--- src/rtl/unified_cordic_engine_macros.svh ---
// assertion macros shared by the cordic engine
`ifndef UNIFIED_CORDIC_ENGINE_MACROS_SVH
`define UNIFIED_CORDIC_ENGINE_MACROS_SVH

// same-cycle implication, checked outside reset
`define UCE_ASSERT_IMPL(label, ante, cons, msg) \
    label: assert property (@(posedge clk) disable iff (!rst_n) (ante) |-> (cons)) \
        else $error(msg);

// next-cycle implication, checked outside reset
`define UCE_ASSERT_NEXT(label, ante, cons, msg) \
    label: assert property (@(posedge clk) disable iff (!rst_n) (ante) |=> (cons)) \
        else $error(msg);

`endif

--- src/rtl/uce_pkg.sv ---
// shared types, mode codes and constant angle and gain tables for the cordic engine
package uce_pkg;

    localparam int DATA_WIDTH  = 32;
    localparam int FRAC_BITS   = 28;
    localparam int ITERATIONS  = 28;
    localparam int TABLE_DEPTH = 27;

    localparam logic [1:0] FUNC_CIRC  = 2'd0;
    localparam logic [1:0] FUNC_LIN   = 2'd1;
    localparam logic [1:0] FUNC_HYP   = 2'd2;
    localparam logic [1:0] FUNC_SPARE = 2'd3;

    localparam logic [63:0] Q62_ONE = 64'd1 << 62;

    typedef struct packed {
        logic [1:0]            func;
        logic                  vec;
        logic [DATA_WIDTH-1:0] x;
        logic [DATA_WIDTH-1:0] y;
        logic [DATA_WIDTH-1:0] z;
    } beat_t;

    typedef struct packed {
        logic [DATA_WIDTH-1:0] x;
        logic [DATA_WIDTH-1:0] y;
        logic [DATA_WIDTH-1:0] z;
    } res_t;

    // per-pass constants of one mode
    typedef struct packed {
        logic                  active;
        logic [5:0]            shift;
        logic [DATA_WIDTH-1:0] step;
    } sched_t;

    // shift-subtract quotient, used for the constant tables only
    function automatic logic [63:0] udiv64(input logic [63:0] num, input logic [63:0] den);
        logic [64:0] rem;
        logic [63:0] quo;
        int          b;
        rem = '0;
        quo = '0;
        for (b = 63; b >= 0; b--)
        begin
            rem = {rem[63:0], num[b]};
            if (rem >= {1'b0, den})
            begin
                rem    = rem - {1'b0, den};
                quo[b] = 1'b1;
            end
        end
        return quo;
    endfunction

    function automatic logic [63:0] sext64(input logic [63:0] v);
        logic [63:0] m;
        m = ~64'd0 >> (64 - DATA_WIDTH);
        if (v[DATA_WIDTH-1])
            return v | ~m;
        return v & m;
    endfunction

    // atan(1/n) or atanh(1/n) in q63 by series
    function automatic logic [63:0] series_recip(input logic [63:0] n, input logic hyp);
        logic [63:0] p;
        logic [63:0] s;
        logic [63:0] t;
        int          k;
        p = udiv64(64'd1 << 63, n);
        s = '0;
        for (k = 0; k < 40; k++)
        begin
            if (p != 64'd0)
            begin
                t = udiv64(p, 64'(2 * k + 1));
                if (hyp || !k[0])
                    s = s + t;
                else
                    s = s - t;
                p = udiv64(p, n * n);
            end
        end
        return s;
    endfunction

    // atan(2^-i) or atanh(2^-i) in q63
    function automatic logic [63:0] series_pow2(input int i, input logic hyp);
        logic [63:0] s;
        logic [63:0] t;
        int          k;
        s = '0;
        for (k = 0; k < 32; k++)
        begin
            if ((i * (2 * k + 1)) < 64)
            begin
                t = udiv64((64'd1 << 63) >> (i * (2 * k + 1)), 64'(2 * k + 1));
                if (hyp || !k[0])
                    s = s + t;
                else
                    s = s - t;
            end
        end
        return s;
    endfunction

    function automatic logic [63:0] q63_to_frac(input logic [63:0] v);
        return (v + (64'd1 << (62 - FRAC_BITS))) >> (63 - FRAC_BITS);
    endfunction

    function automatic logic [63:0] rom_entry(input logic hyp, input int i);
        logic [63:0] v;
        if (i == 0)
        begin
            if (hyp)
                v = '0;
            else
                v = q63_to_frac(64'd4 * series_recip(64'd5, 1'b0)
                                - series_recip(64'd239, 1'b0));
        end
        else
        begin
            v = q63_to_frac(series_pow2(i, hyp));
        end
        return v;
    endfunction

    function automatic logic [63:0] mulq62(input logic [63:0] a, input logic [63:0] b);
        logic [127:0] p;
        p = {64'd0, a} * {64'd0, b};
        return p[125:62];
    endfunction

    function automatic logic [63:0] inv_sqrt_frac(input logic [63:0] p);
        logic [63:0] y;
        logic [63:0] t;
        int          n;
        y = 64'd3 * (Q62_ONE >> 2);
        for (n = 0; n < 40; n++)
        begin
            t = mulq62(p, mulq62(y, y));
            y = mulq62(y, 64'd3 * Q62_ONE - t) >> 1;
        end
        return (y + (64'd1 << (61 - FRAC_BITS))) >> (62 - FRAC_BITS);
    endfunction

    // product of the squared pass stretch factors in q62
    function automatic logic [63:0] gain_prod(input logic hyp);
        logic [63:0] pr;
        int          i;
        int          rep;
        pr  = Q62_ONE;
        rep = 1;
        if (!hyp)
        begin
            for (i = 0; i < ITERATIONS; i++)
                if (2 * i < 64)
                    pr = pr + (pr >> (2 * i));
        end
        else
        begin
            for (i = 1; i < ITERATIONS; i++)
            begin
                if (2 * i < 64)
                    pr = pr - (pr >> (2 * i));
                if (i == rep)
                begin
                    rep = rep * 3 + 1;
                    if (2 * i < 64)
                        pr = pr - (pr >> (2 * i));
                end
            end
        end
        return pr;
    endfunction

    // number of passes run in a mode
    function automatic int pass_count(input logic [1:0] fn);
        int i;
        int rep;
        int n;
        rep = 1;
        n   = 0;
        for (i = (fn == FUNC_HYP) ? 1 : 0; i < ITERATIONS; i++)
        begin
            if (fn == FUNC_HYP && i == rep)
            begin
                n   = n + 2;
                rep = rep * 3 + 1;
            end
            else
            begin
                n = n + 1;
            end
        end
        return n;
    endfunction

    // shift, angle step and enable of pass p in a mode
    function automatic sched_t pass_sched(input logic [1:0] fn, input int p);
        sched_t      r;
        int          i;
        int          pass;
        int          passes;
        int          rep;
        int          n;
        int          src;
        int          halves;
        int          cap_src;
        int          cap_halves;
        logic        use_rom;
        logic        cap_rom;
        logic [63:0] step;
        r          = '0;
        rep        = 1;
        n          = 0;
        src        = 0;
        halves     = 0;
        cap_src    = 0;
        cap_halves = 0;
        use_rom    = 1'b0;
        cap_rom    = 1'b0;
        step       = '0;
        for (i = (fn == FUNC_HYP) ? 1 : 0; i < ITERATIONS; i++)
        begin
            passes = (fn == FUNC_HYP && i == rep) ? 2 : 1;
            for (pass = 0; pass < passes; pass++)
            begin
                if (i < TABLE_DEPTH && (fn == FUNC_CIRC || fn == FUNC_HYP))
                begin
                    use_rom = 1'b1;
                    src     = i;
                    halves  = 0;
                end
                else if (pass == 0)
                begin
                    halves = halves + 1;
                end
                if (n == p)
                begin
                    r.active   = 1'b1;
                    r.shift    = 6'(i);
                    cap_rom    = use_rom;
                    cap_src    = src;
                    cap_halves = halves;
                end
                n = n + 1;
            end
            if (passes == 2)
                rep = rep * 3 + 1;
        end
        if (r.active)
        begin
            if (cap_rom)
                step = sext64(rom_entry(fn == FUNC_HYP, cap_src));
            else
                step = sext64(64'd2 << FRAC_BITS);
            step   = 64'($signed(step) >>> cap_halves);
            r.step = step[DATA_WIDTH-1:0];
        end
        return r;
    endfunction

    localparam int PASSES_CIRC = pass_count(FUNC_CIRC);
    localparam int PASSES_HYP  = pass_count(FUNC_HYP);
    localparam int NUM_PASSES  = (PASSES_CIRC > PASSES_HYP) ? PASSES_CIRC : PASSES_HYP;

    localparam logic [63:0] GAIN_CIRC_Q = inv_sqrt_frac(gain_prod(1'b0));
    localparam logic [63:0] GAIN_HYP_Q  = inv_sqrt_frac(gain_prod(1'b1));

    // gains as positive multiplier operands
    localparam logic [DATA_WIDTH-1:0] GAIN_CIRC  = {1'b0, GAIN_CIRC_Q[DATA_WIDTH-2:0]};
    localparam logic [DATA_WIDTH-1:0] GAIN_HYP   = {1'b0, GAIN_HYP_Q[DATA_WIDTH-2:0]};
    localparam logic [DATA_WIDTH-1:0] GAIN_UNITY = DATA_WIDTH'(1) << FRAC_BITS;

endpackage

--- src/rtl/uce_scale.sv ---
// gain compensation stage: one registered multiply for x and for y
module uce_scale (
    input  logic           clk,
    input  logic           rst_n,
    input  logic           adv,
    input  logic           in_valid,
    input  uce_pkg::beat_t in_beat,
    output logic           out_valid,
    output uce_pkg::res_t  out_res
);

    localparam int DW = uce_pkg::DATA_WIDTH;
    localparam int FB = uce_pkg::FRAC_BITS;

    logic signed [DW-1:0]   gs;
    logic signed [DW-1:0]   xs;
    logic signed [DW-1:0]   ys;
    logic signed [2*DW-1:0] px_next;
    logic signed [2*DW-1:0] py_next;
    logic signed [2*DW-1:0] px_reg;
    logic signed [2*DW-1:0] py_reg;
    logic [DW-1:0]          z_reg;
    logic                   valid_reg;

    always_comb
    begin
        case (in_beat.func)
            uce_pkg::FUNC_CIRC: gs = uce_pkg::GAIN_CIRC;
            uce_pkg::FUNC_HYP:  gs = uce_pkg::GAIN_HYP;
            // unity gain keeps linear results exact
            default:            gs = uce_pkg::GAIN_UNITY;
        endcase
        xs      = in_beat.x;
        ys      = in_beat.y;
        px_next = xs * gs;
        py_next = ys * gs;
    end

    always_ff @(posedge clk or negedge rst_n)
    begin
        if (!rst_n)
            valid_reg <= 1'b0;
        else if (adv)
            valid_reg <= in_valid;
    end

    always_ff @(posedge clk)
    begin
        if (adv)
        begin
            px_reg <= px_next;
            py_reg <= py_next;
            z_reg  <= in_beat.z;
        end
    end

    // floor of the product back at the fraction point
    assign out_valid = valid_reg;
    assign out_res.x = px_reg[FB +: DW];
    assign out_res.y = py_reg[FB +: DW];
    assign out_res.z = z_reg;

endmodule

--- config.mk ---
export PLATFORM = sky130hd
export DESIGN_NAME = uce_scale
export DESIGN_NICKNAME = d
export VERILOG_FILES = /design/src/rtl/unified_cordic_engine_macros.svh /design/src/rtl/uce_pkg.sv /design/src/rtl/uce_scale.sv
export SDC_FILE = /design/constraint.sdc
export NUM_CORES = 2
export LEC_CHECK = 0
export CORE_ASPECT_RATIO = 0.7
export CORE_MARGIN = 2
export CORE_UTILIZATION = 34
export CTS_CLUSTER_SIZE = 10
export DETAILED_ROUTE_END_ITERATION = 16
export DONT_BUFFER_PORTS = 1
export PLACE_DENSITY = 0.57
export SETUP_SLACK_MARGIN = 0.5
export SLEW_MARGIN = 30
export SYNTH_ARGS = -nofsm -noshare
export SYNTH_HDL_FRONTEND = slang
export SYNTH_SLANG_ARGS = --single-unit
--- constraint.sdc ---
create_clock -name clk -period 0.8 [get_ports clk]
set_input_delay 0.08 -clock clk [delete_from_list [all_inputs] [get_ports clk]]
set_output_delay 0.08 -clock clk [all_outputs]
set_load 0.005 [all_outputs]
==> Word level (Yosys, flattened, before mapping) <==
Index checks and enable logic that the tools add are counted.
{ "classes": {"multipliers": 2, "eq_ne": 1, "mux": 1, "n_reduce_logical": 1} }
{ "op_table": {"columns": ["op", "count"], "rows": [
  ["32-bit by 30-bit multiplier with 60-bit output", 2],
  ["29-bit one-hot mux with 2 select lines", 1],
  ["2-bit == test, second input constant", 1],
  ["2-bit logical NOT", 1]
]} }
{ "word_totals": {"ff_bits": 153, "input_bits": 103, "output_inout_bits": 97, "elab_cells": 9} }

==> Longest topological paths before layout <==
{ "depth": {"depth_word": 3, "mapped_depth": 31, "depth_no_buf": 28} }

==> Worst setup path before layout <==
OpenSTA, ideal clock, no wires.
{ "synth_path": {"path_type": "input-to-reg", "from": "input port in_beat[97] (netlist name)", "to": "register px_reg[59] (data pin)", "setup_ns": 0.273, "t_arrival_ns": 8.041, "t_required_ns": 0.527, "slack_ns": -7.514, "cell_stages": 28, "path_buffers": 4, "cell_sequence": "clkbuf_1 > clkbuf_1 > clkbuf_1 > nor2b_1 > nor2b_1 > fa_1 > fa_1 > inv_1 > fa_1 > fa_1 > inv_1 > fa_1 > fa_1 > fa_1 > inv_1 > fa_1 > inv_1 > ha_1 > buf_6 > a21oi_1 > o21ai_1 > a221o_1 > a31o_2 > a22oi_4 > a21oi_1 > o311a_1 > nor3_1 > a311oi_1"} }
{ "synth_via": {"elab_chain_cells": 3, "word_cells_on_any_way": 4, "cone_classes": "mul (1); eq/ne (1); mux (1); reduce/logical (1)"} }
{ "synth_rtl": {"columns": ["item", "line_no", "text"], "rows": [
  ["start: declaration", "uce_scale.sv:7", "input uce_pkg::beat_t in_beat,"],
  ["2-bit == test or 2-bit logical NOT (tied branches)", "uce_scale.sv:27", "case (in_beat.func)"],
  ["29-bit one-hot mux with 2 select lines *", "uce_scale.sv:27", null],
  ["32-bit by 30-bit multiplier with 60-bit output *", "uce_scale.sv:35", "px_next = xs * gs;"],
  ["named net px_next[59]", "uce_scale.sv:18", "logic signed [2*DW-1:0] px_next;"],
  ["end signal: assignment", "uce_scale.sv:51", "px_reg <= px_next;"],
  ["end: declaration", "uce_scale.sv:20", "logic signed [2*DW-1:0] px_reg;"]
]} }
Mark *: on every way through the listed nets, which the timed path passes. The rest lies on a longest branch.
A chain may end at the register's enable or synchronous reset.

==> Worst setup path after layout <==
{ "layout_path": {"from": "input port in_beat[97] (netlist name)", "to": "register px_reg[53] (data pin)"} }
The elaborated chain is that of the path after synthesis.

==> metrics.md <==
| Metric | Value |
|---|---|
| Most frequent cells in the layout | 1,498 x inv_1, 1,304 x fa_1, 922 x buf_4, 567 x ha_1, 189 x nand2_1 |
| Drt wl/cell | 21.8 microns |
| Max cap viols | 0 |
| Drt initial violations | 2,461 |
| Die area | 0.155 sq mm |
| Status | finished, violations left |
| Top area cells in the synthesized netlist | fa_1 54%, ha_1 15%, inv_1 11%, edfxtp_1 5.6%, xnor2_1 2.1% |
| Initial core utilization | 0.342 |
| First-pass GRT wire length | 255,000 microns |
| Most common cell after layout, fill and taps aside | inv_1 |
| Post-route ant nets | 0 |
| Rel. slew slack | 0.627 |
| Layer with the highest usage | met1 |
| FF-to-FF setup slack | 0.03 ns |
| Fmax | 144 MHz |
| Hold path endpoint | z_reg[0]$_DFFE_PP_ |
| Final period utilization | 8.68 |
| WHS Path Cells | 0 |
| Reg2Reg Capture Point | out_valid$_DFFE_PN0P_ |
| Failing checks | negative hold slack, negative setup slack |
| Worst-case clock buffer depth | 2 |
| GR Util All Layers | 0.226 |
| 1st-pass router iterations | 5 |
| Ys Warns | 0 |
| Total I/O pin count | 200 |
| Hold Startpoint | in_beat[0] |
| Initial antenna violation count | 13 |
| Worst-Margin Slew | 0.556 ns |
| Pin count of the biggest net entering global routing | 212 |
| Core area | 0.151 sq mm |
| CTS tree | done |
| Sequential area share after synthesis | 0.0564 |
| Met3 usage | 0.0887 |
| Clock Sinks | 97 |
| Std-Cell Rows | 119 |
| Clock transition at path regs | 0.13 ns |
| CTS Root Cell | clkbuf_16 |
| Fin nets | 7,869 |
| Via/cell ratio | 4.59 |
| WP data required | 0.98 ns |
| Final hold violation count | 121 |
| Post-synth ARST share | 0.0103 |
| Setup crit end kind | flip-flop |
| Layout cells sized above 1 | 0.249 |
| Vias in the first global route | 39,000 |
| Crit path kind | in -> reg |
| Finish-stage setup viols | 161 |
| Post-route minimum period | 6.94 ns |
| Share of the synthesized area in the top cell type | 0.541 |
| Port Buf Inserts | 0 |
| Met1 Resource Use GR | 0.333 |
| Hold/Removal Path Class | in -> reg |
| Total CTS buffers | 9 |
| Detailed-route DRC error count | 0 |
| Synth Cell Area | 0.0515 sq mm |
| Biggest area consumer among synthesized cells | fa_1 |
| RSZ-0062 raised after global routing | yes |
| Final Cell Area | 0.0635 sq mm |
| Final core utilization | 0.422 |
| Reg-to-Reg Start | out_valid$_DFFE_PN0P_ |
| Largest fanout on the critical path | 90 |
| Post-Syn Instances | 4,924 |
| Grt total ovfl | 0 |
| Mean area per synthesized cell | 10.5 sq um |
| Worst setup SP type | input pin |
| Worst setup margin | -6.14 ns |
| Worst-Skew Late Latency | 0.42 ns |
| Gpl congestion | 1.02 |
| Max Slew Vio Count | 0 |
| Cts-stage hold buffer count | 1 |
| DRT Wirelength | 169,000 microns |
| FF-to-FF path depth | 1 |
| Die width | 469 microns |
| Hold WS | -0.318 ns |
| P&R area growth vs syn | 23.1% |
| EDFF count, synth | 96 |
| Met2 Usage GRT | 0.313 |
| Yosys reg bits | 97 |
| Via count | 35,700 |
| Placed Area | 0.0612 sq mm |
| Dominant synthesized flop cell | edfxtp_1 |
| Post-synth cell types | 76 |
| H-tree depth | 3 |
| Arrival @ worst endpoint | 7.12 ns |
| HPWL Detailed | 154,000 microns |
| Setup Skew | 0 ns |
| Die Span Y | 330 microns |
[synthesized netlist by cell type, types with 27 or more instances]
| cell type | count |
|---|---|
| inv_1 | 1572 |
| nand2b_1 | 81 |
| ha_1 | 613 |
| xnor2_1 | 124 |
| xor2_1 | 27 |
| a21o_1 | 43 |
| o21ai_0 | 57 |
| nor2b_1 | 48 |
| edfxtp_1 | 96 |
| nor2_1 | 117 |
| fa_1 | 1393 |
| nand2_1 | 209 |
| a21oi_1 | 75 |
| and2_1 | 82 |
| clkbuf_1 | 155 |
[worst max-delay path, stage by stage]
cell and delay [ns]:
or2_4 0.37, buf_12 0.14, buf_6 0.12, and2_4 0.15, ha_4 0.26, fa_2 0.47, fa_1 0.53, fa_1 0.52
fa_2 0.65, fa_1 0.47, fa_1 0.55, inv_1 0.06, fa_1 0.53, inv_2 0.05, ha_4 0.23, a21oi_4 0.11
o21ai_1 0.09, a221o_1 0.31, a31o_2 0.22, a22oi_4 0.19, buf_12 0.15, nand3_4 0.07, a31oi_4 0.24, buf_4 0.15
o21bai_1 0.07, xor2_1 0.15
[through the flow]
step           setup WS, ns  std cells  setup TNS, ns
3_5_place_dp          -6.91       7669        -412.22
3_3_place_gp          -6.89       7669        -413.46
2_1_floorplan         -6.41       4928        -391.04
6_report              -6.14       7772        -386.97
4_1_cts               -5.94       7737        -381.79
5_1_grt               -6.27       7771        -398.89
[layout make-up]
class | count | area [sq um]
fill | 14400 | 87100
sequential | 97 | 2910
clock inverter | 6 | 33.8
multi-input combinational | 3098 | 44100
antenna | 11 | 27.5
tap | 1996 | 2500
timing repair buffer | 982 | 7780
clock buffer | 10 | 229
inverter | 1572 | 5930
[worst max-delay path by stage]
stage,startpoint,to,slack [ns],depth (start not counted)
5_1_grt,in_beat[97],px_reg[50]$_DFFE_PP_,-6.27,23
2_1_floorplan,in_beat[97],px_reg[58]$_DFFE_PP_,-6.41,28
4_1_cts,in_beat[97],px_reg[58]$_DFFE_PP_,-5.94,25
3_3_place_gp,in_beat[97],px_reg[57]$_DFFE_PP_,-6.89,25
6_report,in_beat[97],px_reg[53]$_DFFE_PP_,-6.14,26
3_5_place_dp,in_beat[97],px_reg[57]$_DFFE_PP_,-6.91,25
[repair_timing]
action,CTS,global route
pin swaps,125,98
setup endpoints to repair,162,162
endpoints found under the hold margin,130,130
gates resized for setup,198,145
buffers inserted,51,24
[cells by family (layout without fill, tap and decap cells)]
family / count (synthesis) / count (layout) / share of synthesized area
multiplexers: 1 / 1 / 0.000218
buffers and inverters: 1733 / 2570 / 0.127
XOR/XNOR: 151 / 151 / 0.0257
AO/OA/AOI/OAI: 287 / 287 / 0.0371
AND/OR/NAND/NOR: 647 / 647 / 0.0640
adder cells (fa/ha/maj): 2006 / 2006 / 0.690
flip-flops: 97 / 97 / 0.0564
other: 2 / 17 / 0.000146
[routing by layer]
layer	vias to the layer above	wire, microns
met4	12	2390
met5	-	87
met2	1122	69300
met3	93	18600
li1	16000	-
met1	18400	78700
Power is not shown: default switching activity piles up to over one toggle a cycle in this logic, so the estimate is an artifact.
