### src/rtl/unified_cordic_engine_macros.svh
// assertion macros shared by the cordic engine
`ifndef UNIFIED_CORDIC_ENGINE_MACROS_SVH
`define UNIFIED_CORDIC_ENGINE_MACROS_SVH

// same-cycle implication, checked outside reset
`define UCE_ASSERT_IMPL(label, ante, cons, msg) \
    label: assert property (@(posedge clk) disable iff (!rst_n) (ante) |-> (cons)) \
        else $error(msg);

// next-cycle implication, checked outside reset
`define UCE_ASSERT_NEXT(label, ante, cons, msg) \
    label: assert property (@(posedge clk) disable iff (!rst_n) (ante) |=> (cons)) \
        else $error(msg);

`endif

### src/rtl/uce_pkg.sv
// shared types, mode codes and constant angle and gain tables for the cordic engine
package uce_pkg;

    localparam int DATA_WIDTH  = 32;
    localparam int FRAC_BITS   = 28;
    localparam int ITERATIONS  = 28;
    localparam int TABLE_DEPTH = 27;

    localparam logic [1:0] FUNC_CIRC  = 2'd0;
    localparam logic [1:0] FUNC_LIN   = 2'd1;
    localparam logic [1:0] FUNC_HYP   = 2'd2;
    localparam logic [1:0] FUNC_SPARE = 2'd3;

    localparam logic [63:0] Q62_ONE = 64'd1 << 62;

    typedef struct packed {
        logic [1:0]            func;
        logic                  vec;
        logic [DATA_WIDTH-1:0] x;
        logic [DATA_WIDTH-1:0] y;
        logic [DATA_WIDTH-1:0] z;
    } beat_t;

    typedef struct packed {
        logic [DATA_WIDTH-1:0] x;
        logic [DATA_WIDTH-1:0] y;
        logic [DATA_WIDTH-1:0] z;
    } res_t;

    // per-pass constants of one mode
    typedef struct packed {
        logic                  active;
        logic [5:0]            shift;
        logic [DATA_WIDTH-1:0] step;
    } sched_t;

    // shift-subtract quotient, used for the constant tables only
    function automatic logic [63:0] udiv64(input logic [63:0] num, input logic [63:0] den);
        logic [64:0] rem;
        logic [63:0] quo;
        int          b;
        rem = '0;
        quo = '0;
        for (b = 63; b >= 0; b--)
        begin
            rem = {rem[63:0], num[b]};
            if (rem >= {1'b0, den})
            begin
                rem    = rem - {1'b0, den};
                quo[b] = 1'b1;
            end
        end
        return quo;
    endfunction

    function automatic logic [63:0] sext64(input logic [63:0] v);
        logic [63:0] m;
        m = ~64'd0 >> (64 - DATA_WIDTH);
        if (v[DATA_WIDTH-1])
            return v | ~m;
        return v & m;
    endfunction

    // atan(1/n) or atanh(1/n) in q63 by series
    function automatic logic [63:0] series_recip(input logic [63:0] n, input logic hyp);
        logic [63:0] p;
        logic [63:0] s;
        logic [63:0] t;
        int          k;
        p = udiv64(64'd1 << 63, n);
        s = '0;
        for (k = 0; k < 40; k++)
        begin
            if (p != 64'd0)
            begin
                t = udiv64(p, 64'(2 * k + 1));
                if (hyp || !k[0])
                    s = s + t;
                else
                    s = s - t;
                p = udiv64(p, n * n);
            end
        end
        return s;
    endfunction

    // atan(2^-i) or atanh(2^-i) in q63
    function automatic logic [63:0] series_pow2(input int i, input logic hyp);
        logic [63:0] s;
        logic [63:0] t;
        int          k;
        s = '0;
        for (k = 0; k < 32; k++)
        begin
            if ((i * (2 * k + 1)) < 64)
            begin
                t = udiv64((64'd1 << 63) >> (i * (2 * k + 1)), 64'(2 * k + 1));
                if (hyp || !k[0])
                    s = s + t;
                else
                    s = s - t;
            end
        end
        return s;
    endfunction

    function automatic logic [63:0] q63_to_frac(input logic [63:0] v);
        return (v + (64'd1 << (62 - FRAC_BITS))) >> (63 - FRAC_BITS);
    endfunction

    function automatic logic [63:0] rom_entry(input logic hyp, input int i);
        logic [63:0] v;
        if (i == 0)
        begin
            if (hyp)
                v = '0;
            else
                v = q63_to_frac(64'd4 * series_recip(64'd5, 1'b0)
                                - series_recip(64'd239, 1'b0));
        end
        else
        begin
            v = q63_to_frac(series_pow2(i, hyp));
        end
        return v;
    endfunction

    function automatic logic [63:0] mulq62(input logic [63:0] a, input logic [63:0] b);
        logic [127:0] p;
        p = {64'd0, a} * {64'd0, b};
        return p[125:62];
    endfunction

    function automatic logic [63:0] inv_sqrt_frac(input logic [63:0] p);
        logic [63:0] y;
        logic [63:0] t;
        int          n;
        y = 64'd3 * (Q62_ONE >> 2);
        for (n = 0; n < 40; n++)
        begin
            t = mulq62(p, mulq62(y, y));
            y = mulq62(y, 64'd3 * Q62_ONE - t) >> 1;
        end
        return (y + (64'd1 << (61 - FRAC_BITS))) >> (62 - FRAC_BITS);
    endfunction

    // product of the squared pass stretch factors in q62
    function automatic logic [63:0] gain_prod(input logic hyp);
        logic [63:0] pr;
        int          i;
        int          rep;
        pr  = Q62_ONE;
        rep = 1;
        if (!hyp)
        begin
            for (i = 0; i < ITERATIONS; i++)
                if (2 * i < 64)
                    pr = pr + (pr >> (2 * i));
        end
        else
        begin
            for (i = 1; i < ITERATIONS; i++)
            begin
                if (2 * i < 64)
                    pr = pr - (pr >> (2 * i));
                if (i == rep)
                begin
                    rep = rep * 3 + 1;
                    if (2 * i < 64)
                        pr = pr - (pr >> (2 * i));
                end
            end
        end
        return pr;
    endfunction

    // number of passes run in a mode
    function automatic int pass_count(input logic [1:0] fn);
        int i;
        int rep;
        int n;
        rep = 1;
        n   = 0;
        for (i = (fn == FUNC_HYP) ? 1 : 0; i < ITERATIONS; i++)
        begin
            if (fn == FUNC_HYP && i == rep)
            begin
                n   = n + 2;
                rep = rep * 3 + 1;
            end
            else
            begin
                n = n + 1;
            end
        end
        return n;
    endfunction

    // shift, angle step and enable of pass p in a mode
    function automatic sched_t pass_sched(input logic [1:0] fn, input int p);
        sched_t      r;
        int          i;
        int          pass;
        int          passes;
        int          rep;
        int          n;
        int          src;
        int          halves;
        int          cap_src;
        int          cap_halves;
        logic        use_rom;
        logic        cap_rom;
        logic [63:0] step;
        r          = '0;
        rep        = 1;
        n          = 0;
        src        = 0;
        halves     = 0;
        cap_src    = 0;
        cap_halves = 0;
        use_rom    = 1'b0;
        cap_rom    = 1'b0;
        step       = '0;
        for (i = (fn == FUNC_HYP) ? 1 : 0; i < ITERATIONS; i++)
        begin
            passes = (fn == FUNC_HYP && i == rep) ? 2 : 1;
            for (pass = 0; pass < passes; pass++)
            begin
                if (i < TABLE_DEPTH && (fn == FUNC_CIRC || fn == FUNC_HYP))
                begin
                    use_rom = 1'b1;
                    src     = i;
                    halves  = 0;
                end
                else if (pass == 0)
                begin
                    halves = halves + 1;
                end
                if (n == p)
                begin
                    r.active   = 1'b1;
                    r.shift    = 6'(i);
                    cap_rom    = use_rom;
                    cap_src    = src;
                    cap_halves = halves;
                end
                n = n + 1;
            end
            if (passes == 2)
                rep = rep * 3 + 1;
        end
        if (r.active)
        begin
            if (cap_rom)
                step = sext64(rom_entry(fn == FUNC_HYP, cap_src));
            else
                step = sext64(64'd2 << FRAC_BITS);
            step   = 64'($signed(step) >>> cap_halves);
            r.step = step[DATA_WIDTH-1:0];
        end
        return r;
    endfunction

    localparam int PASSES_CIRC = pass_count(FUNC_CIRC);
    localparam int PASSES_HYP  = pass_count(FUNC_HYP);
    localparam int NUM_PASSES  = (PASSES_CIRC > PASSES_HYP) ? PASSES_CIRC : PASSES_HYP;

    localparam logic [63:0] GAIN_CIRC_Q = inv_sqrt_frac(gain_prod(1'b0));
    localparam logic [63:0] GAIN_HYP_Q  = inv_sqrt_frac(gain_prod(1'b1));

    // gains as positive multiplier operands
    localparam logic [DATA_WIDTH-1:0] GAIN_CIRC  = {1'b0, GAIN_CIRC_Q[DATA_WIDTH-2:0]};
    localparam logic [DATA_WIDTH-1:0] GAIN_HYP   = {1'b0, GAIN_HYP_Q[DATA_WIDTH-2:0]};
    localparam logic [DATA_WIDTH-1:0] GAIN_UNITY = DATA_WIDTH'(1) << FRAC_BITS;

endpackage

### src/rtl/uce_skid.sv
// output register with one skid entry so the pipeline keeps moving while a result waits
module uce_skid (
    input  logic          clk,
    input  logic          rst_n,
    input  logic          push,
    input  uce_pkg::res_t push_res,
    output logic          full,
    output logic          out_valid,
    input  logic          out_ready,
    output uce_pkg::res_t out_res
);

    logic          out_valid_reg;
    logic          out_valid_next;
    uce_pkg::res_t out_res_reg;
    uce_pkg::res_t out_res_next;
    logic          skid_valid_reg;
    logic          skid_valid_next;
    uce_pkg::res_t skid_res_reg;
    uce_pkg::res_t skid_res_next;
    logic          out_free;

    always_comb
    begin
        out_free        = !out_valid_reg || out_ready;
        out_valid_next  = out_valid_reg;
        out_res_next    = out_res_reg;
        skid_valid_next = skid_valid_reg;
        skid_res_next   = skid_res_reg;
        if (out_free)
        begin
            if (skid_valid_reg)
            begin
                // no push can arrive while the skid entry is taken
                out_valid_next  = 1'b1;
                out_res_next    = skid_res_reg;
                skid_valid_next = 1'b0;
            end
            else
            begin
                out_valid_next = push;
                out_res_next   = push_res;
            end
        end
        else if (push)
        begin
            skid_valid_next = 1'b1;
            skid_res_next   = push_res;
        end
    end

    always_ff @(posedge clk or negedge rst_n)
    begin
        if (!rst_n)
        begin
            out_valid_reg  <= 1'b0;
            skid_valid_reg <= 1'b0;
        end
        else
        begin
            out_valid_reg  <= out_valid_next;
            skid_valid_reg <= skid_valid_next;
        end
    end

    always_ff @(posedge clk)
    begin
        out_res_reg  <= out_res_next;
        skid_res_reg <= skid_res_next;
    end

    assign full      = skid_valid_reg;
    assign out_valid = out_valid_reg;
    assign out_res   = out_res_reg;

endmodule

### config.mk
export PLATFORM = sky130hd
export DESIGN_NAME = uce_skid
export DESIGN_NICKNAME = d
export VERILOG_FILES = /design/src/rtl/unified_cordic_engine_macros.svh /design/src/rtl/uce_pkg.sv /design/src/rtl/uce_skid.sv
export SDC_FILE = /design/constraint.sdc
export NUM_CORES = 1
export LEC_CHECK = 0
export BUFFER_PORTS_ARGS = -buffer_cell sky130_fd_sc_hd__buf_2
export CORE_UTILIZATION = 55
export CTS_BUF_LIST = sky130_fd_sc_hd__clkbuf_4 sky130_fd_sc_hd__clkbuf_8
export DETAILED_ROUTE_END_ITERATION = 10
export PLACE_DENSITY_LB_ADDON = 0.25
export SLEW_MARGIN = 20
export SYNTH_ARGS = -nofsm -noshare
export SYNTH_HDL_FRONTEND = slang
export SYNTH_SLANG_ARGS = --single-unit
### constraint.sdc
create_clock -name clk -period 22.6 [get_ports clk]
set_input_delay 1.13 -clock clk [delete_from_list [all_inputs] [get_ports clk]]
set_output_delay 1.13 -clock clk [all_outputs]
set_load 0.02 [all_outputs]
After elaboration in Yosys (flattened, before gate mapping)
Index checks and enable logic that the tools add are counted.
- logic and storage cells: 17
- flip-flop bits (word level): 194
- output and inout bits: 98
- input bits: 100
- bitwise logic cells: 1
- mux-type cells: 4
- reduce and logical (&&, ||, !) cells: 4
- operators by type and width (kind ; number):
    2-to-1 mux 96 bit ; 1
    2-to-1 mux 1 bit ; 3
    AND reduction 2 bit ; 1
    nonzero test 2 bit ; 1
    zero test 1 bit ; 1
    logical OR 1 bit ; 1
    NOT 1 bit ; 1

Longest topological paths before layout
Gate-level depths: netlist of run 1.
- word-level depth: 4
- gate-level depth with buffers: 5
- gate-level depth less buffers: 2

Worst setup path before layout of run 1
No wires, ideal clock.
- path type: input to register
- start point: in out_ready
- end point: reg skid_res_reg[0] in the netlist's numbering (enable)
- arrival: 7.679 ns
- setup slack: 14.371 ns
- path buffers: 0
- data required time: 22.050 ns
- stages on the path: 2
- library setup time: 0.550 ns
- path through: nand2b_1 > nor2_1
- longest elaborated chain between the ends: 3
- ends and longest elaborated chain (item ; RTL line ; text):
    start, declared ; uce_skid.sv:9 ; input logic out_ready,
    logical OR 1 bit ; uce_skid.sv:25 ; out_free = !out_valid_reg || out_ready;
    NOT 1 bit (no line) ; -- ;
    AND reduction 2 bit (no line) ; -- ;
    end signal, assigned ; uce_skid.sv:69 ; skid_res_reg <= skid_res_next;
    end, declared ; uce_skid.sv:19 ; uce_pkg::res_t skid_res_reg;
Every way passes these cells.
A chain may end at the register's enable or synchronous reset.

Worst setup path in the final report of run 1
- start point: in out_ready
- end point: reg skid_res_reg[26] in the netlist's numbering (enable)
- longest elaborated chain between the ends: 3
- ends and longest elaborated chain (item ; RTL line ; text):
    logical OR 1 bit ; uce_skid.sv:25 ;
    via out_free ; uce_skid.sv:21 ; logic out_free;
    NOT 1 bit (no line) ; -- ;
    AND reduction 2 bit (no line) ; -- ;
The timed path passes the listed nets, and every way through them passes these cells.

==> results of run 1 <==
==> Yosys cell counts <==
cell type	instances
nand2_1	1
mux2_2	67
inv_1	1
edfxtp_1	192
nand2b_1	1
buf_6	5
mux2_4	29
nor2_1	3
dfrtp_1	2
buf_2	6
==> layout by cell type, fill, tap and decap left out, drive strengths merged <==
cell type	netlist	routed
nand2b	1	1
mux2	96	96
nor2	3	3
dfrtp	2	2
bufinv	0	2
clkbuf	0	20
edfxtp	192	192
clkinv	0	7
clkinvlp	0	3
inv	1	1
buf	11	200
nand2	1	1
==> critical path, stage by stage <==
cell	delay [ns]
buf_2	0.10
nand2b_4	0.46
nor2_4	0.79
buf_4	0.80
==> area by class of cell <==
cell class | count | area, um2
clock buffers | 20 | 256.5
inverters | 1 | 3.754
well taps | 172 | 215.2
fillers | 892 | 3974
repair buffers | 200 | 1008
multi-input cells | 101 | 1226
clock inverters | 12 | 116.4
flip-flops and latches | 194 | 5819
==> worst paths after layout <==
kind,depth (start not counted),slack (ns),end,start
hold / removal,1,0.45,full$_DFFE_PN0P_,rst_n
setup / recovery,4,19.33,skid_res_reg[26]$_DFFE_PP_,out_ready
min in group clk,1,0.55,out_res[89]$_DFFE_PP_,skid_res_reg[89]$_DFFE_PP_
hold reg to reg,1,0.55,out_res[89]$_DFFE_PP_,skid_res_reg[89]$_DFFE_PP_
setup reg to reg,3,19.78,skid_res_reg[26]$_DFFE_PP_,out_valid$_DFFE_PN0P_
max in group asynchronous,1,22.04,full$_DFFE_PN0P_,rst_n
==> metal layers <==
metal | wire length [um] | vias up | share of wire (%)
li1 | - | 1641 | -
met1 | 4938 | 1728 | 41
met2 | 5943 | 131 | 49
met3 | 825 | 31 | 6.8
met4 | 391 | 0 | 3.2
met5 | 0 | - | 0
==> cell families after synthesis <==
| group | count (synthesis) | synth area share [%] |
|---|---|---|
| mux | 96 | 16.72 |
| buf+inv | 12 | 1.266 |
| flops | 194 | 81.72 |
| simple gates | 5 | 0.2989 |
==> per-stage QoR <==
stage	worst slack, ns	instance area (um2)	power (mW)
6_report	19.33	8646	0.7291
2_1_floorplan	14.37	7117	0.4972
5_1_grt	19.16	8646	0.7541
3_3_place_gp	18.85	8273	0.5259
4_1_cts	19.30	8646	0.7358
3_5_place_dp	18.79	8273	0.5286
==> power by group <==
part	internal, mW	switching, mW
registers	0.426	0.00919
logic	0.0351	0.0485
clock network	0.100	0.110
==> results.yml, run 1 <==
drt:
  drtIter0Drc: 170
  drc_errors: 0
  wl_um: 12100
  wl_per_cell_um: 17.28
  firstDrtPassIters: 4
  avgViaCountPerCell: 5.044
  drtAntennaViolNets: 0
  vias: 3531
die:
  ioPinCount: 198
  die_area_mm2: 0.01340
  die_y_um: 115.8
  die_w_um: 115.8
  start_util_pct: 56.40
  core_area_mm2: 0.01262
  placement_rows: 41
final_layout:
  diodes: 0
  nets: 615
  drive_gt1_share_pct: 61.93
  synthToLayoutAreaGrowth_pct: 21.48
  finish.utilization_pct: 68.51
  stdcell_count: 700
synth:
  syn_inst: 307
  synth_area_leaders: "edfxtp_1 (81%), mux2_2 (11%), mux2_4 (6.1%), buf_6 (0.79%), dfrtp_1 (0.70%)"
  synth_top_area_cell: "edfxtp_1"
  synth.top_cell.area_share_pct: 81.01
  synth_warnings: 0
  synth-seq-cells: 194
  syn_area_mm2: 0.007117
  syn_area_per_cell_um2: 23.18
  syn_nets: 407
  synth_seq_area_share_pct: 81.72
  ys_types: 10
critical_path:
  required_ns: 22.68
  worstSetupPathType: "in -> reg"
  critical_path_arrival_ns: 3.35
  cp_max_fo: 67
  cp-start-kind: "primary input"
  cp-end-kind: "flip-flop"
clock_tree:
  post_cts_resized: 0
  clockBufferDepth: 2
  clk_latency_ns: 0.45
  clk_pin_slew_ns: 0.08
  cts_inserted_buffers: 17
  root_buffer: "clkbuf_8"
  post_cts_buffers: 0
  cts.sinks: 194
  h-tree-depth: 4
  hold_buffers: 0
  cts_tree: "built"
sta:
  maxSlewViolCount: 0
  hold_viol: 0
  layout_min_cycle_time_ns: 3.272
  fin_tns_setup_ns: 0
  fin_crit_sh_pct: 14.48
  fin_hold_ws_ns: 0.4503
  grt_setup_unrepaired: "false"
  skew_ns: 0.008477
  setup_viol: 0
  worst_pin_slew_ns: 0.8803
  max_freq_mhz: 305.7
  maxSlewHeadroom_pct: 41.31
power_and_ir_drop:
  powerDensity_mw_per_mm2: 84.33
  vdd_drop_max_mv: 0.05383
  cellLeakagePower_nw: 3.332
run_status:
  status: "complete, no violations"
global_route:
  grt_max_degree: 68
  grtUsageMet2_pct: 28.90
  antenna_found_initial: 0
  gr-total-overflow: 0
  grt_pass1_wl_um: 17720
  grt_pass1_vias: 3446
  globalRouteMet1Util_pct: 22.48
  grt-busiest-layer: "met2"
  gr-usage-all-layers_pct: 18.61
  use_met3_pct: 6.956
place:
  dp_hpwl_um: 8078
  gp_congestion: 0.7016
  port_buffers: 197
  dp_cells: 668
flow_run:
  cap_violations: 0
min_path:
  hp-class: "in -> async"
Power figures use the tool's default switching activity.
==> run 2: changes to the inputs <==
- CORE_UTILIZATION: 55 -> 49
- clock period: 22.6 -> 2.8 ns (I/O delays scaled with it)
==> results.yml, run 2 (synthesized netlist as in run 1, its figures left out) <==
final_layout:
  final_cell_mix: "buf_2 (197), edfxtp_1 (192), dlygate4sd3_1 (99)"
  nets: 716
  seqCellArea_mm2: 0.005821
  multi_input_comb_area_mm2: 0.001226
  nFillCells: 943
  synthToLayoutAreaGrowth_pct: 35.94
  diodes: 0
  drive_gt1_share_pct: 52.94
  final_common_cell: "buf_2"
die:
  die_y_um: 122.5
  die_area_mm2: 0.01501
  placement_rows: 43
  die_w_um: 122.5
  core_area_mm2: 0.01404
  start_util_pct: 50.68
  ioPinCount: 198
critical_path:
  cpMaxStageDelayCell: "dfrtp_4"
  critical_path_arrival_ns: 1.78
  worstSetupPathType: "reg -> out"
  r2r_end: "out_res[44]$_DFFE_PP_"
  cp-start-kind: "flip-flop"
  slowest_delay_ns: 0.61
  required_ns: 2.66
  rr_worst_depth: 2
  cp-end-kind: "output port"
  crit_chain: "buf_4 > buf_2"
  cp_max_fo: 31
  r2r_start: "full$_DFFE_PN0P_"
  r2r_slack_ns: 1.09
  cp-startpoint: "full$_DFFE_PN0P_"
clock_tree:
  cts.sinks: 194
  h-tree-depth: 4
  clk_latency_ns: 0.45
  cts_inserted_buffers: 17
  clockBufferDepth: 2
  clk_pin_slew_ns: 0.09
  root_buffer: "clkbuf_8"
  cts_tree: "built"
sta:
  layout_min_cycle_time_ns: 1.925
  maxSlewHeadroom_pct: 52.60
  hold_viol: 0
  grt_setup_unrepaired: "false"
  worst_pin_slew_ns: 0.7109
  max_freq_mhz: 519.6
  fin_hold_ws_ns: 0.3428
  maxSlewViolCount: 0
  fin_crit_sh_pct: 68.74
  setup_viol: 0
  fin_ws_ns: 0.8753
  skew_ns: 0.01087
global_route:
  use_met3_pct: 7.156
  gr-usage-all-layers_pct: 19.63
  gr-total-overflow: 0
  grtUsageMet2_pct: 32.02
  grt_pass1_vias: 4267
  globalRouteMet1Util_pct: 23.83
  grt_pass1_wl_um: 21380
  grt-busiest-layer: "met2"
  grt_max_degree: 99
  antenna_found_initial: 0
place:
  port_buffers: 197
  dp_hpwl_um: 8161
  preCtsSetupSlack_ns: 1.051
  gp_congestion: 0.6952
drt:
  wl_per_cell_um: 17.27
  vias: 3967
  drc_errors: 0
  avgViaCountPerCell: 4.904
  wl_um: 13970
  drtAntennaViolNets: 0
  firstDrtPassIters: 4
  drtIter0Drc: 258
min_path:
  hp-class: "in -> reg"
  hp-start: "out_ready"
  min_to: "out_valid$_DFFE_PN0P_"
  worstHoldPathCells: 4
power_and_ir_drop:
  swShare_pct: 23.57
  clockPowerShare_pct: 27.7
  total_power_mw: 5.974
  cellLeakagePower_nw: 3.758
  internal-power_mw: 4.566
  power_switching_mw: 1.408
  p_comb_share_pct: 13.6
  power_frac_seq_pct: 58.6
  powerDensity_mw_per_mm2: 617.5
  vdd_drop_max_mv: 0.3287
run_status:
  status: "complete, no violations"
flow_run:
  cap_violations: 0
-- run 2: routing by layer --
metal  wire length [um]  share of wire, %
met2               6886                49
met3               1009               7.2
met1               5853                42
met4                221               1.6
met5                  0                 0
-- run 2: what timing repair did --
action                                 4_1_cts  5_1_grt
gates resized for setup                      0        0
endpoints found under the hold margin      195        0
setup buffers                                0        0
hold buffers                                99        0
-- run 2: per-stage QoR --
step                      instance area, um2  instances  utilization, %  setup TNS [ns]
after floorplan                         7133        307               -          -23.86
after CTS                               9674        809           68.89               0
after detailed placement                8324        678           59.28               0
after global placement                  8324        678           59.28               0
after global routing                    9674        809           68.89               0
final                                   9674        809           68.89               0
-- run 2: worst max path at each step --
| stage | endpoint | slack [ns] | depth (start not counted) |
|---|---|---|---|
| 6_report | full | 0.88 | 2 |
| 5_1_grt | full | 0.75 | 2 |
| 4_1_cts | full | 0.80 | 2 |
| 3_5_place_dp | out_res[14]$_DFFE_PP_ | 1.05 | 2 |
| 3_3_place_gp | out_res[9]$_DFFE_PP_ | 1.09 | 2 |
| 2_1_floorplan | skid_res_reg[0]$_DFFE_PP_ | -0.25 | 2 |
-- run 2: layout make-up --
type,instances,area share (%)
inverters,1,0.03880
clock inverters,10,0.9053
flip-flops and latches,194,60.17
repair buffers,301,21.08
clock buffers,22,2.807
multi-input cells,101,12.67
well taps,180,2.328
-- run 2: power by group through the flow --
stage	clock [mW]	combinational, mW	sequential [mW]
6_report	1.66	0.815	3.50
5_1_grt	1.81	0.873	3.52
4_1_cts	1.71	0.820	3.50
3_5_place_dp	0	0.711	3.57
3_3_place_gp	0	0.696	3.56
2_1_floorplan	0	0.263	3.74
-- run 2: worst max-delay path: cells and delay by family (launching register included) --
family	cells	cell delay, ns
buf+inv	2	0.71
flops	1	0.61
==> run 3: changes to the inputs <==
- CORE_UTILIZATION: 49 -> 54
- clock period: 2.8 -> 2 ns (I/O delays scaled with it)
==> results.yml, run 3 (synthesized netlist as in run 1, its figures left out) <==
run_status:
  status: "complete, no violations"
power_and_ir_drop:
  total_power_mw: 9.209
  swShare_pct: 21.42
  cellLeakagePower_nw: 3.859
  internal-power_mw: 7.237
  vdd_drop_max_mv: 0.9223
  p_comb_share_pct: 12.6
  power_switching_mw: 1.972
  clockPowerShare_pct: 34.2
  power_frac_seq_pct: 53.2
  powerDensity_mw_per_mm2: 933.1
die:
  placement_rows: 41
  start_util_pct: 55.94
  die_w_um: 116.8
  die_area_mm2: 0.01364
  ioPinCount: 198
  die_y_um: 116.8
  core_area_mm2: 0.01272
drt:
  wl_per_cell_um: 18.01
  drtIter0Drc: 268
  drtAntennaViolNets: 0
  firstDrtPassIters: 4
  avgViaCountPerCell: 4.876
  vias: 3920
  wl_um: 14480
  drc_errors: 0
global_route:
  grt_pass1_vias: 4158
  grt_max_degree: 50
  antenna_found_initial: 0
  gr-usage-all-layers_pct: 22.23
  grt_pass1_wl_um: 21360
  gr-total-overflow: 0
final_layout:
  synthToLayoutAreaGrowth_pct: 38.68
  stdcell_count: 804
  final_common_cell: "buf_2"
  final_cell_mix: "buf_2 (197), edfxtp_1 (192), dlygate4sd3_1 (99)"
  drive_gt1_share_pct: 52.85
  nets: 720
  finish.utilization_pct: 77.58
  diodes: 0
place:
  port_buffers: 197
  dp_hpwl_um: 8533
  preCtsSetupSlack_ns: 0.4521
  gp_congestion: 0.7247
  dp_cells: 674
sta:
  fin_ws_ns: 0.3020
  worst_pin_slew_ns: 0.4727
  max_freq_mhz: 588.9
  layout_min_cycle_time_ns: 1.698
  skew_ns: 0.01454
  fin_crit_sh_pct: 84.90
  maxSlewHeadroom_pct: 68.49
  maxSlewViolCount: 0
  setup_viol: 0
  hold_viol: 0
  grt_setup_unrepaired: "false"
clock_tree:
  clk_latency_ns: 0.46
  clk_pin_slew_ns: 0.09
  cts.sinks: 194
  post_cts_resized: 0
  clockBufferDepth: 2
  cts_tree: "built"
  h-tree-depth: 4
  cts_inserted_buffers: 17
  root_buffer: "clkbuf_8"
critical_path:
  critPathTopFamily: "flip-flops"
  critical_path_arrival_ns: 1.60
  cp_max_fo: 20
  crit_chain: "buf_4 > buf_2"
  worstSetupPathType: "reg -> out"
  cp-start-kind: "flip-flop"
  cp-end-kind: "output port"
  cpMaxStageDelayCell: "dfrtp_4"
  path_buf_inv: 2
  slowest_delay_ns: 0.64
  required_ns: 1.90
min_path:
  hp-class: "in -> reg"
flow_run:
  cap_violations: 0
[run 3: timing repair]
action	CTS	global route
hold buffers	99	0
buffers inserted	0	0
hold endpoints to repair	196	0
endpoints found under the setup margin	0	0
[run 3: worst paths after layout]
path	start	end	slack, ns	cells after the start
setup / recovery	full$_DFFE_PN0P_	full	0.30	2
hold / removal	out_ready	out_res[87]$_DFFE_PP_	0.13	2
setup reg to reg	full$_DFFE_PN0P_	out_res[3]$_DFFE_PP_	0.45	2
hold reg to reg	skid_res_reg[47]$_DFFE_PP_	out_res[47]$_DFFE_PP_	0.54	1
max in group asynchronous	rst_n	full$_DFFE_PN0P_	1.36	3
min in group asynchronous	rst_n	full$_DFFE_PN0P_	0.50	3
[run 3: metrics by stage]
step | TNS, ns | cell area (um2) | hold WS (ns)
3_3_place_gp | 0 | 8369 | -0.1136
6_report | 0 | 9869 | 0.1350
4_1_cts | 0 | 9869 | 0.09962
2_1_floorplan | -100.66 | 7133 | -0.1956
3_5_place_dp | 0 | 8369 | -0.1055
5_1_grt | 0 | 9869 | 0.1162
[run 3: layout make-up]
cell class / instances / area, um2
inverters: 1 / 3.754
repair buffers: 305 / 2095
clock buffers: 19 / 249.0
fillers: 767 / 2853
multi-input cells: 101 / 1226
clock inverters: 12 / 260.3
well taps: 172 / 215.2
flip-flops and latches: 194 / 5821
[run 3: worst reg2reg max path, cell delays in order (launching register included)]
cell	delay, ns
dfrtp_4	0.64
buf_4	0.31
mux2_2	0.36
[run 3: metal layers]
layer	vias up	track usage, %	wire, um
li1	1852	-	-
met1	1911	24.12	5496
met2	138	39.72	7773
met3	19	8.548	1007
met4	0	7.848	202
met5	-	0	0
[run 3: power groups by stage]
stage | clock network, mW | registers, mW | logic [mW]
after floorplan | 0 | 5.23 | 0.368
after global placement | 0 | 4.98 | 0.987
after detailed placement | 0 | 4.99 | 1.01
after CTS | 3.19 | 4.90 | 1.17
after global routing | 3.36 | 4.93 | 1.24
final | 3.15 | 4.90 | 1.16
